<file path="config.mk">
export PLATFORM = sky130hd
export DESIGN_NAME = exp3_div
export DESIGN_NICKNAME = d
export VERILOG_FILES = /design/src/design/exp3_pkg.sv /design/src/design/exp3_div.sv
export SDC_FILE = /design/constraint.sdc
export NUM_CORES = 1
export LEC_CHECK = 0
export BUFFER_PORTS_ARGS = -buffer_cell sky130_fd_sc_hd__buf_4
export CAP_MARGIN = 10
export CORE_UTILIZATION = 51
export CTS_CLUSTER_DIAMETER = 80
export DETAILED_ROUTE_END_ITERATION = 10
export GPL_ROUTABILITY_DRIVEN = 0
export MAX_ROUTING_LAYER = met4
export PLACE_DENSITY_LB_ADDON = 0.3
export RECOVER_POWER = 100
export SYNTH_ARGS = -nofsm -noshare
export SYNTH_HDL_FRONTEND = slang
export SYNTH_SLANG_ARGS = --single-unit
export TNS_END_PERCENT = 30
</file>
<file path="constraint.sdc">
create_clock -name clock -period 3.4 [get_ports clock]
set_input_delay 0.34 -clock clock [delete_from_list [all_inputs] [get_ports clock]]
set_output_delay 0.34 -clock clock [all_outputs]
set_load 0.05 [all_outputs]
</file>
<file path="src/design/exp3_pkg.sv">
// ----------------------------------------------------------------------------
// exp3 bandit package
// shared types, codes, default sizes and the exp(-2^(k-16)) table
// ----------------------------------------------------------------------------
`default_nettype none

package exp3_pkg;

   // default sizes
   localparam int MAX_ARMS_DEF   = 16;
   localparam int PROB_BITS_DEF  = 24;
   localparam int SCORE_BITS_DEF = 40;

   // fixed field widths
   localparam int GAMMA_W   = 17;
   localparam int NARMS_W   = 5;
   localparam int CSR_IDX_W = 2;
   localparam int EXP_BITS  = 21;
   localparam int E_W       = 25;

   localparam logic [GAMMA_W-1:0] GAMMA_ONE   = 17'd65536;
   localparam logic [GAMMA_W-1:0] GAMMA_RESET = 17'd655;
   localparam logic [NARMS_W-1:0] NARMS_RESET = 5'd16;

   // register indexes
   localparam logic [CSR_IDX_W-1:0] CSR_GAMMA    = 2'd0;
   localparam logic [CSR_IDX_W-1:0] CSR_NUM_ARMS = 2'd1;

   typedef enum logic [1:0] {
      ACT_LOAD   = 2'd0,
      ACT_CHOOSE = 2'd1,
      ACT_REWARD = 2'd2
   } action_type;

   typedef enum logic [1:0] {
      ST_OK     = 2'd0,
      ST_NOINIT = 2'd1,
      ST_RANGE  = 2'd2
   } status_type;

   typedef enum logic [4:0] {
      S_IDLE,
      S_DECODE,
      S_LOAD,
      S_LWAIT,
      S_RINC,
      S_RWAIT,
      S_MAX,
      S_EXP0,
      S_EXP,
      S_EXPW,
      S_UWAIT,
      S_SSTART,
      S_SWAIT,
      S_TOT,
      S_TMUL,
      S_WALK,
      S_OUT
   } state_type;

   // divider handshake
   typedef struct packed {
      logic start;
   } div_ctl_type;

   typedef struct packed {
      logic busy;
      logic done;
   } div_sts_type;

   // exp(-2^(k-16)) in q0.32
   function automatic logic [31:0] exp_bit(input logic [4:0] k);
      logic [31:0] r;
      case (k)
         5'd0:  r = 32'd4294901760;
         5'd1:  r = 32'd4294836226;
         5'd2:  r = 32'd4294705160;
         5'd3:  r = 32'd4294443040;
         5'd4:  r = 32'd4293918848;
         5'd5:  r = 32'd4292870656;
         5'd6:  r = 32'd4290775039;
         5'd7:  r = 32'd4286586875;
         5'd8:  r = 32'd4278222805;
         5'd9:  r = 32'd4261543595;
         5'd10: r = 32'd4228380000;
         5'd11: r = 32'd4162825044;
         5'd12: r = 32'd4034748382;
         5'd13: r = 32'd3790295335;
         5'd14: r = 32'd3344923893;
         5'd15: r = 32'd2605029347;
         5'd16: r = 32'd1580030169;
         5'd17: r = 32'd581260616;
         5'd18: r = 32'd78665070;
         5'd19: r = 32'd1440801;
         5'd20: r = 32'd483;
         default: r = 32'd0;
      endcase
      return r;
   endfunction

endpackage

`default_nettype wire

</file>
<file path="src/design/exp3_div.sv">
// ----------------------------------------------------------------------------
// exp3 restoring divider
// unsigned divide, one quotient bit per cycle, operands latched at start
// ----------------------------------------------------------------------------
`default_nettype none

module exp3_div #(
   parameter int NW = 49,
   parameter int DW = 30
) (
   input  wire                      clock,
   input  wire                      reset,
   input  exp3_pkg::div_ctl_type    ctl,
   input  wire  [NW-1:0]            num,
   input  wire  [DW-1:0]            den,
   output exp3_pkg::div_sts_type    sts,
   output logic [NW-1:0]            quo
);
   import exp3_pkg::*;

   localparam int CNT_W = $clog2(NW + 1);

   logic [DW:0]      rem_ff, rem_in;
   logic [NW-1:0]    q_ff, q_in;
   logic [DW-1:0]    den_ff, den_in;
   logic [CNT_W-1:0] cnt_ff, cnt_in;
   logic             busy_ff, busy_in;
   logic             done_ff, done_in;
   logic [DW:0]      trial;

   // one shift and subtract step, or operand load on start
   always_comb begin
      trial   = {rem_ff[DW-1:0], q_ff[NW-1]};
      rem_in  = rem_ff;
      q_in    = q_ff;
      den_in  = den_ff;
      cnt_in  = cnt_ff;
      busy_in = busy_ff;
      done_in = 1'b0;
      if (ctl.start) begin
         rem_in  = '0;
         q_in    = num;
         den_in  = den;
         cnt_in  = CNT_W'(NW);
         busy_in = 1'b1;
      end else if (busy_ff) begin
         if (trial >= {1'b0, den_ff}) begin
            rem_in = trial - {1'b0, den_ff};
            q_in   = {q_ff[NW-2:0], 1'b1};
         end else begin
            rem_in = trial;
            q_in   = {q_ff[NW-2:0], 1'b0};
         end
         cnt_in = cnt_ff - CNT_W'(1);
         if (cnt_ff == CNT_W'(1)) begin
            busy_in = 1'b0;
            done_in = 1'b1;
         end
      end
   end

   // control
   always_ff @(posedge clock) begin
      if (reset) begin
         busy_ff <= 1'b0;
         done_ff <= 1'b0;
         cnt_ff  <= '0;
      end else begin
         busy_ff <= busy_in;
         done_ff <= done_in;
         cnt_ff  <= cnt_in;
      end
   end

   // data
   always_ff @(posedge clock) begin
      rem_ff <= rem_in;
      q_ff   <= q_in;
      den_ff <= den_in;
   end

   assign sts.busy = busy_ff;
   assign sts.done = done_ff;
   assign quo      = q_ff;

endmodule

`default_nettype wire

</file>
==> results of run 1 <==
sequential cells by signal, indices dropped and copies added, names as in the netlist:
signal	cells
cnt_ff	6
quo	49
done_ff	1
den_ff	30
rem_ff	30
busy_ff	1
worst max-delay path: cells and delay by family, from the launching register on:
kind	cells	cell delay [ps]
buffers and inverters	2	420
AOI/OAI and AO/OA	2	530
DFF	1	320
adders and majority gates	1	420
and+or+nand+nor	6	1290
logic make-up after synthesis:
group | count (synthesis)
compound gates | 137
xor+xnor | 24
fa+ha+maj | 34
buf+inv | 73
flops | 117
mux | 53
simple gates | 173
metal layers:
layer	track usage	vias up	wire [um]
li1	-	2517	-
met1	0.3039	2464	6621
met2	0.3968	188	7290
met3	0.07411	22	947
met4	0.08571	0	201
met5	-	-	0
power groups by stage:
stage / clock network [W] / logic, W / registers (W)
2_1_floorplan: 0 / 0.000594 / 0.00198
4_1_cts: 0.00176 / 0.00114 / 0.00175
6_report: 0.00172 / 0.00109 / 0.00175
3_3_place_gp: 0 / 0.00111 / 0.00177
3_5_place_dp: 0 / 0.00113 / 0.00178
5_1_grt: 0.00181 / 0.00118 / 0.00177
final timing paths:
path / startpoint / end / slack [ps] / cells past startpoint
setup reg to reg: den_ff[25]$_DFFE_PP_ / rem_ff[3]$_SDFFE_PP0P_ / 310 / 11
setup / recovery: den_ff[25]$_DFFE_PP_ / rem_ff[3]$_SDFFE_PP0P_ / 310 / 11
hold / removal: den[0] / den_ff[0]$_DFFE_PP_ / 120 / 1
hold reg to reg: rem_ff[23]$_SDFFE_PP0P_ / rem_ff[23]$_SDFFE_PP0P_ / 490 / 2
per-stage QoR:
stage          utilization  setup slack, ps  area [sq um]
5_1_grt             0.6561            98.32          7979
3_3_place_gp        0.6249            365.0          7600
2_1_floorplan            -            304.3          6465
3_5_place_dp        0.6249            265.2          7600
6_report            0.6561            305.7          7979
4_1_cts             0.6724            254.8          8178
layout by cell type (no fill, tap or decap), types with 20 or more instances in the layout:
master,Yosys,final
dfxtp_1,38,37
nor2_1,48,48
edfxtp_1,79,79
a311oi_1,20,20
nand2_1,60,60
clkbuf_4,0,30
o21ai_0,24,23
ha_1,33,33
mux2_2,51,51
a21oi_1,32,31
buf_4,2,53
inv_1,42,42
clkbuf_1,19,53
area by class of cell:
type | count | area (sq um)
clock inverter | 12 | 121.4
fill | 976 | 4183
multi-input combinational | 421 | 3045
sequential | 117 | 3134
clock buffer | 20 | 456.7
timing repair buffer | 139 | 853.3
inverter | 42 | 157.7
tap | 168 | 210.2
==> run summary, run 1 <==
The run finished, with violations left. The checks that failed: capacitance limit, slew limit. The standard cell core area is 12160 sq um, and the post-synthesis compound-gate area fraction is 0.1515. The run gives 3410 ps as the signal arrival time at the worst endpoint. The proportion of total power due to net switching is 0.3176, and the xor-xnor portion of the synthesized cell area is 0.03251.

Cell internal power was estimated by the tool at 0.003114 W. The simple-gate portion of the synthesized area is 0.1275. Number of remaining DRC errors: 0. The fraction of layout instances using a drive strength above 1 was 0.2397. For this run the aggregate overflow at the end of global routing stands at 0. The first global-routing pass estimated 24720 um of wire. The mean number of vias per cell was 5.649; the number of placed I/O pins was 133. Number of buffers created by CTS: 17. The library cell contributing the largest single delay on the critical path was ha_1. The average cell area after synthesis came out at 10.58 sq um. The average wire per standard cell was 16.39 um; the die area was 13130 sq um. The detailed router placed 5191 vias in this run. The portion of synthesized cell area occupied by the leading cell type was 0.3669; the vertical extent of the die was 114.6 um. For the required time at the worst-slack endpoint, the log shows 3710 ps. The type of element launching the critical path was a register. Of all nets on the critical path, the largest fanout is 12. The overall routing resource usage was 0.2499; the areal power density over the cells was 571.8 nW/um^2. The die is 114.6 um wide. The cell accounting for the most synthesized area is edfxtp_1. The CTS clock-pin slew for the worst setup and hold paths was 60 ps; the net load switching power was 0.001449 W. By count the netlist is led by edfxtp_1, nand2_1, mux2_2, nor2_1, inv_1.

The placed cell count was 887. The tools report the buffer type at the clock tree root as clkbuf_16. The share of total power in the clock network is 0.378. Dominant combinational cell family by area after synthesis: compound AO/OA/AOI/OAI gates. Overall power consumption after layout is estimated at 0.004563 W. In this design, the stage delay of the slowest critical-path cell is 420 ps. Row generation in the floorplan step produced 40 rows.

The post-synthesis instance area is 6465 sq um, and the fmax is 323.2 MHz. The pre-antenna-repair detailed-routing pass consisted of 5 iterations. For the routed wire length, the log shows 15060 um. The class of the most critical setup path is reg -> reg. The run gives 0 as the quantity of hold-fixing buffers added after cts.

In this run the deepest clock path goes through 2 buffers. For the number of diodes, the log shows 0. Setup repair after global routing left no endpoint under its margin. The number of synthesized flops with an enable pin works out to 79.

By instance count, the leading cell after synthesis is edfxtp_1. Setup total negative slack on the finished layout was measured at 0 ps. Relative to the synthesized area, the layout overhead comes to 23.42%. The effective utilization at floorplan came out at 0.5316. Post-CTS timing repair inserted 0 buffers for setup. VDD sags by at most 0.4250 mV.

The worst path in the final design needs a cycle of 3094 ps, including I/O delays and setup. Setup-violating endpoint count in the final report: 0. Clock skew on the completed layout was measured at 13.05 ps.

The H-tree was split into 4 levels. Number of antenna violations at the first check in global routing: 0. The run gives 0.4846 as the part of the Yosys area used for sequential elements.

TritonCTS built the clock tree. The flop and latch count out of synthesis was 117; the worst hold slack was 115.1 ps. In this design, the critical path's most frequently occurring cell is and3_1. During placement, the flow inserted port buffers numbering 132.

The post-route antenna net violation count was 0; the via count of the first global-routing pass was 5139. Entering global routing, the biggest net connects 62 pins. By area the synthesized netlist is led by edfxtp_1, dfxtp_1, mux2_2, ha_1, nand2_1.

The first routing iteration left 356 violations. The number of warnings issued by yosys is 0, and the insertion delay to the later sink of the worst-skew pair is 420 ps. The run gives 0 as the number of hold-slack violations in the final timing report. The final layout contains 854 nets.

For this design, the sink count on the clock tree is 117. The most common flop cell mapped by yosys was edfxtp_1. The detailed-placement wirelength estimate was 10420 um. Sequential fraction of design power: 0.384. The synthesized-area fraction occupied by adder cells works out to 0.06696. The share of the clock period used by the worst path was 0.9101. At the pin with the least slew margin, the transition time is 2006 ps. The tools report the capturing element type of the critical path as a register.

The cell count after synthesis came out at 611. The mux contribution to synthesized area works out to 0.09193. In this run the worst hold path is classified as in -> reg. The run gives 65 as the number of distinct library cells after synthesis. The final count of pins violating max slew came out at 38.

The run gives 3.235 nW as the static leakage. The tools report the count of instances resized after the clock tree is built as 0. The async set or reset register ratio after synthesis came out at 0. Traced cell by cell, the critical path runs through inv_1, ha_1, and3_1, and3_1, and3b_1, nand3_1, a21o_1, nand2_2, clkbuf_1, nand2_1, a311oi_1. The count of cells in the finished layout, fillers not included, comes to 919. The proportion of power drawn by combinational gates is 0.238. The worst-case headroom to the max-slew limit came out at -0.3371. The run gives 1 as the reported max-cap violation count. When the netlist entered floorplanning its net count stood at 727.
Power figures use the tool's default switching activity.
==> run 2: changes to the inputs <==
==> constraint.sdc (replaced) <==
create_clock -name clock -period 3.4 [get_ports clock]
set_input_delay 0.17 -clock clock [delete_from_list [all_inputs] [get_ports clock]]
set_output_delay 0.17 -clock clock [all_outputs]
set_load 0.05 [all_outputs]
==> run 2 against run 1 <==
The run now ends clean. Clock power up 8%. Critical path depth unchanged. Core utilization rose by 2.6 points. Clock skew is 2.9 ps lower. Maximum frequency shrank 1.8%. Combinational power barely moved. Critical endpoint is now rem_ff[12]$_SDFFE_PP0P_. Largest cell class unchanged. Largest power group is now clock.
==> run summary, run 2 (synthesis results as in run 1) <==
The run finished with clean final reports. Capturing element type of the critical path: a register (unchanged). The area overhead of the layout relative to synthesis is 28.22% (was 23.42%), and the worst setup slack after layout is 249.0 ps (was 305.7 ps). The tools report the fmax as 317.4 MHz (was 323.2 MHz).

Commonest cells after routing, fill and taps aside: edfxtp_1, nand2_1, clkbuf_1, buf_4, mux2_2 (unchanged). The run gives 0.4753 mV (was 0.4250 mV) as the worst ir drop on vdd. The count of buffers inserted at the top-level ports was 132 (unchanged); the horizontal extent of the die was 114.6 um (unchanged). The biggest cell delay along the critical path was 410 ps (was 420 ps); the worst setup slack for register-to-register paths was 250 ps (was 310 ps). The insertion delay to the later sink of the worst-skew pair was 420 ps (about the same). The tools report the multi-input gate area in the final layout as 3030 sq um (was 3045 sq um).

The logs give 0 (was 38) for the final count of pins violating max slew and 5366 (was 5139) for the via count of the first global-routing pass. The worst-case headroom to the max-slew limit came out at 0.06867 (was -0.3371). TritonCTS built the clock tree.

The reported max-cap violation count is 0 (was 1). The run gives 4 (unchanged) as the number of H-tree levels. The tools report the total number of clock tree sinks as 117 (unchanged).

For the maximum clock path buffer count, the log shows 2 (unchanged). The setup-violating endpoint count in the final report was 0 (unchanged); the number of iterations in the first detailed-routing pass was 4 (was 5). The largest fanout of any net on the critical path was 14 (was 12); the post-route antenna net violation count was 0 (unchanged). Net count of the finished layout: 884 (was 854). The endpoint of the worst-slack reg-to-reg timing path is rem_ff[12]$_SDFFE_PP0P_ (was rem_ff[3]$_SDFFE_PP0P_). The routed wire length was 15520 um (was 15060 um).

The buffer type at the clock tree root was clkbuf_16 (unchanged). The overall overflow remaining after global route was 0 (unchanged); the final-layout fill cell count was 978 (was 976). The number of standard-cell rows in the floorplan was 40 (unchanged); the number of diodes was 0 (unchanged). Hold-critical path endpoint: quo[31]$_DFFE_PP_ (was den_ff[0]$_DFFE_PP_). The tools report the via count as 5311 (was 5191). The run gives 25480 um (was 24720 um) as the wire length of the first global-routing pass.

The count of cells along the worst hold path was 2 (was 1); the share of the clock period used by the worst path was 0.9268 (was 0.9101). The launch point of the worst hold path is num[31] (was den[0]). The initial DRC count came out at 383 (was 356).

The launch point of the worst reg-to-reg path is quo[48]$_DFFE_PP_ (was den_ff[25]$_DFFE_PP_). The class of the most critical setup path is reg -> reg (unchanged). The detailed-placement wirelength estimate came out at 10510 um (was 10420 um). The average wire per standard cell is 16.35 um (was 16.39 um). The number of antenna violations at the first check in global routing was 0 (unchanged); the mean number of vias per cell was 5.596 (was 5.649). The maximum number of pins on one net before global-route repair is 65 (was 62), and the effective utilization at floorplan is 0.5316 (unchanged). The transition time at the pin with the least slew margin came out at 1397 ps (was 2006 ps). The CTS clock-pin slew for the worst setup and hold paths was 60 ps (about the same); the minimum clock period was 3151 ps (was 3094 ps). The tools report the overall routing resource usage as 0.2589 (was 0.2499). The logs give 312.7 ps (was 265.2 ps) for the pre-CTS setup slack and 13130 sq um (unchanged) for the die area. The logs give 3460 ps (was 3410 ps) for the signal arrival time at the worst endpoint and 0 (unchanged) for the number of remaining DRC errors. The number of hold-slack violations in the final timing report is 0 (unchanged). The setup clock skew after layout is 10.20 ps (was 13.05 ps). The combined flip-flop and latch cell area is 3133 sq um (was 3134 sq um). The class of the tightest hold or removal check was in -> reg (unchanged). Series of cell instances along the critical path: inv_1, ha_1, nand2b_1, a211o_1, a32oi_4, nand4_4, a21oi_2, nor2_4, buf_4, or3_1, a311oi_1 (was inv_1, ha_1, and3_1, and3_1, and3b_1, nand3_1, a21o_1, nand2_2, clkbuf_1, nand2_1, a311oi_1). The standard cell core area was 12160 sq um (unchanged).

The post-layout utilization of the core came out at 0.6816 (was 0.6561). Setup repair after global routing left no endpoint under its margin. The tools report the count of instances resized after the clock tree is built as 0 (unchanged). Vertical extent of the die: 114.6 um (unchanged).

Flip-flop count of the largest register, all copies and words added: 49 (unchanged). The type of element launching the critical path is a register (unchanged). The most common cell after layout, fill and taps aside is edfxtp_1 (unchanged). For the static leakage, the log shows 3.378 nW (was 3.235 nW).

The number of buffers created by CTS is 17 (unchanged). The tools report the total negative setup slack as 0 ps (unchanged). The library cell contributing the largest single delay on the critical path is a21oi_2 (was ha_1). The tools report the required time at the worst-slack endpoint as 3710 ps (about the same). The areal power density over the cells is 569.1 nW/um^2 (was 571.8 nW/um^2), and the fraction of layout instances using a drive strength above 1 is 0.2241 (was 0.2397). The number of placed I/O pins was 133 (unchanged).

Worst-case reg-to-reg path depth: 11 (unchanged).
[run 2: changes by cell type in the layout (fill, tap and decap cells not counted), moves of 2 or more]
| cell | delta |
|---|---|
| dlygate4sd3_1 | +31 |
| clkinvlp_4 | -2 |
| bufinv_16 | +2 |
| a21oi_1 | +2 |
[run 2: metrics by stage]
step	instances	instance area, sq um	hold slack [ps]	total power (W)
after floorplan	611	6465	268.9	0.002577
after global placement	886	7592	348.6	0.002881
after detailed placement	886	7592	349.5	0.002908
after CTS	949	8517	34.79	0.004805
after global routing	949	8289	37.44	0.004928
final	949	8289	53.95	0.004717
[run 2: final cells by class]
cell class / count / share of cell area
Clock buffer: 19 / 0.05343
Clock inverter: 13 / 0.02068
Inverter: 42 / 0.01902
Multi-Input combinational cell: 421 / 0.3656
Sequential cell: 117 / 0.3780
Tap cell: 168 / 0.02536
Timing Repair Buffer: 169 / 0.1380
[run 2: how the worst max path moves through the flow]
stage,startpoint,end,slack [ps],depth (start not counted)
final,quo[48]$_DFFE_PP_,rem_ff[12]$_SDFFE_PP0P_,250,11
after detailed placement,quo[48]$_DFFE_PP_,rem_ff[26]$_SDFFE_PP0P_,310,12
after global placement,quo[48]$_DFFE_PP_,rem_ff[26]$_SDFFE_PP0P_,390,12
after floorplan,quo[48]$_DFFE_PP_,rem_ff[26]$_SDFFE_PP0P_,300,12
after CTS,quo[48]$_DFFE_PP_,rem_ff[26]$_SDFFE_PP0P_,290,12
after global routing,quo[48]$_DFFE_PP_,rem_ff[26]$_SDFFE_PP0P_,30,12
[run 2: report_power, final]
group	switching [W]	internal, W
clock network	0.000670	0.00118
registers	0.0000795	0.00168
logic	0.000705	0.000404
[run 2: repair_timing]
action | 4_1_cts | 5_1_grt
endpoints found under the hold margin | 37 | 0
hold buffers | 31 | 0
setup buffers | 0 | 0
[run 2: critical path: cells and delay by family (launching register included)]
kind / cells / cell delay [ps]
compound gates: 4 / 1270
simple gates: 4 / 880
buf+inv: 2 / 310
flops: 1 / 370
fa+ha+maj: 1 / 210
[run 2: per-layer routing]
metal / GRT usage / routed length, um / part of all wire / up-vias
li1: - / - / - / 2574
met1: 0.3105 / 6611 / 0.43 / 2512
met2: 0.4194 / 7627 / 0.49 / 198
met3: 0.07200 / 999 / 0.064 / 27
met4: 0.09004 / 277 / 0.018 / 0
met5: - / 0 / 0 / -
==> run 3: changes to the inputs <==
Clock period 3.4 ns to 2.9 ns, I/O delays scaled along.
==> run 3 against run 2 <==
Flip-flop and latch count did not move. Total power rose by 18%. Sequential share of layout area fell by 1.8 points. Critical endpoint is now rem_ff[26]$_SDFFE_PP0P_. Sequential power rose by 17%.
==> run summary, run 3 (synthesis results as in run 1) <==
The logs give 0.5316 (unchanged) for the effective utilization at floorplan and 0.2708 (was 0.2589) for the overall routing resource usage. Via count of the first global-routing pass: 5569 (was 5366). The total design power is 0.005544 W (was 0.004717 W). Class of the most critical setup path: reg -> reg (unchanged).

The count of cells along the worst hold path works out to 2 (unchanged). The areal power density over the cells is 636.6 nW/um^2 (was 569.1 nW/um^2). TritonCTS built the clock tree. The worst-case reg-to-reg path depth is 12 (was 11). The share of total power in the clock network is 0.366 (was 0.393).

The run gives 355 (was 383) as the initial DRC count. The flip-flop count of the largest register, all copies and words added came out at 49 (unchanged). The proportion of total power due to net switching works out to 0.3158 (was 0.3084). The start point of the critical path was quo[48]$_DFFE_PP_ (unchanged).

The tools report the number of buffers created by CTS as 17 (unchanged). Number of hold-slack violations in the final timing report: 0 (unchanged). The reported max-cap violation count is 0 (unchanged), and the worst setup slack for register-to-register paths is 120 ps (was 250 ps).

Class of the tightest hold or removal check: in -> reg (unchanged). The pre-CTS setup slack is 3.572 ps (was 312.7 ps), and the net count of the finished layout is 900 (was 884). The type of element launching the critical path was a register (unchanged).

The standard cell core area is 12160 sq um (unchanged), and the setup-violating endpoint count in the final report is 0 (unchanged). The worst setup slack after layout was 117.9 ps (was 249.0 ps); the net load switching power was 0.001751 W (was 0.001455 W). Final-layout fill cell count: 870 (was 978). The internal power consumption is 0.003793 W (was 0.003262 W), and the fraction of layout instances using a drive strength above 1 is 0.3300 (was 0.2241). Number of antenna violations at the first check in global routing: 0 (unchanged). The launch point of the worst hold path was num[4] (was num[31]). The post-route antenna net violation count is 0 (unchanged), and the area overhead of the layout relative to synthesis is 34.70% (was 28.22%). The CTS clock-pin slew for the worst setup and hold paths was 60 ps (about the same). Via count: 5427 (was 5311). The number of remaining DRC errors was 0 (unchanged). The run gives 359.4 MHz (was 317.4 MHz) as the fmax. The required time at the worst-slack endpoint was 3230 ps (was 3710 ps); the count of buffers inserted at the top-level ports was 132 (unchanged). The launch point of the worst reg-to-reg path is quo[48]$_DFFE_PP_ (unchanged). The wire length of the first global-routing pass was 26520 um (was 25480 um). The number of standard-cell rows in the floorplan is 40 (unchanged). The number of H-tree levels came out at 4 (unchanged). The total negative setup slack was 0 ps (unchanged). The tools report the post-layout utilization of the core as 0.7160 (was 0.6816).

The flow ran to the end, and the final reports show no timing, DRC or antenna violations. The maximum number of pins on one net before global-route repair came out at 74 (was 65). The mean number of vias per cell was 5.624 (was 5.596). The tools report the hold-critical path endpoint as quo[4]$_DFFE_PP_ (was quo[31]$_DFFE_PP_). The vertical extent of the die came out at 114.6 um (unchanged). The maximum clock path buffer count is 2 (unchanged).

The share of the clock period used by the worst path is 0.9593 (was 0.9268), and the average wire per standard cell is 16.77 um (was 16.35 um). The run gives 133 (unchanged) as the number of placed I/O pins. The tools report the insertion delay to the later sink of the worst-skew pair as 420 ps (about the same). Proportion of power drawn by combinational gates: 0.262 (was 0.235). The logs give 0 (unchanged) for the overall overflow remaining after global route and 0.4837 mV (was 0.4753 mV) for the worst ir drop on vdd. The final count of pins violating max slew is 0 (unchanged).

Detailed-placement wirelength estimate: 11000 um (was 10510 um). Setup clock skew after layout: 9.348 ps (was 10.20 ps). The minimum clock period is 2782 ps (was 3151 ps).

The run gives 0 (unchanged) as the number of diodes. Commonest cells after routing, fill and taps aside: buf_4, edfxtp_1, nand2_1, mux2_2, nor2_1 (was edfxtp_1, nand2_1, clkbuf_1, buf_4, mux2_2). The worst-case headroom to the max-slew limit came out at 0.6149 (was 0.06867).

Setup repair after global routing could not meet its margin everywhere. The total number of clock tree sinks was 117 (unchanged). The horizontal extent of the die came out at 114.6 um (unchanged). The capturing element type of the critical path is a register (unchanged). The buffer type at the clock tree root was clkbuf_16 (unchanged). The number of iterations in the first detailed-routing pass came out at 4 (unchanged). The static leakage was 3.641 nW (was 3.378 nW). Endpoint of the worst-slack reg-to-reg timing path: rem_ff[26]$_SDFFE_PP0P_ (was rem_ff[12]$_SDFFE_PP0P_). The largest fanout of any net on the critical path is 3 (was 14). The sequential fraction of design power was 0.372 (about the same).

The most common cell after layout, fill and taps aside is buf_4 (was edfxtp_1). The signal arrival time at the worst endpoint came out at 3110 ps (was 3460 ps). The routed wire length is 16190 um (was 15520 um), and the die area is 13130 sq um (unchanged). Transition time at the pin with the least slew margin: 577.6 ps (was 1397 ps).
[run 3: layout make-up]
type	count	area, sq um	share of cell area
clock buffers	20	456.7	0.05244
clock inverters	12	120.1	0.01379
inverters	42	157.7	0.01810
multi-input cells	421	3126	0.3589
flip-flops and latches	117	3134	0.3599
well taps	168	210.2	0.02414
repair buffers	185	1504	0.1727
[run 3: metal layers]
| metal | global-route usage | up-vias | wire [um] |
|---|---|---|---|
| li1 | - | 2604 | - |
| met1 | 0.3132 | 2576 | 6659 |
| met2 | 0.4481 | 211 | 8007 |
| met3 | 0.06353 | 36 | 1080 |
| met4 | 0.1229 | 0 | 437 |
| met5 | - | - | 0 |
[run 3: how the worst max path moves through the flow]
stage	end	slack (ps)	depth (start not counted)
after floorplan	rem_ff[26]$_SDFFE_PP0P_	10	12
after global placement	rem_ff[26]$_SDFFE_PP0P_	130	12
after detailed placement	rem_ff[26]$_SDFFE_PP0P_	4	12
after CTS	rem_ff[26]$_SDFFE_PP0P_	8	12
after global routing	rem_ff[12]$_SDFFE_PP0P_	-60	11
final	rem_ff[26]$_SDFFE_PP0P_	120	12
[run 3: per-stage QoR]
step	hold slack, ps	instance area [sq um]	cells
4_1_cts	6.970	8620	963
3_5_place_dp	324.3	7732	900
5_1_grt	17.28	8708	965
2_1_floorplan	243.9	6475	611
6_report	25.75	8708	965
3_3_place_gp	323.4	7732	900
[run 3: repair_timing]
item	in CTS	in global routing
hold buffers	31	0
hold endpoints to repair	38	0
setup endpoints to repair	0	13
resized for setup	0	19
buffers inserted	0	2
[run 3: critical path, stage by stage, from the launching register on]
cell and delay (ps):
edfxtp_1 400, inv_2 100, ha_4 120, inv_2 30
fa_2 380, a21oi_2 160, o211ai_1 100, and3b_2 260
o21ai_4 170, nand2_2 100, a221oi_2 300, mux2_4 330
a311oi_2 230
[run 3: power by group through the flow]
stage,sequential [W],clock [W],combinational (W)
6_report,0.00206,0.00203,0.00145
3_3_place_gp,0.00208,0,0.00134
4_1_cts,0.00206,0.00206,0.00141
3_5_place_dp,0.00209,0,0.00137
2_1_floorplan,0.00233,0,0.000699
5_1_grt,0.00208,0.00212,0.00157
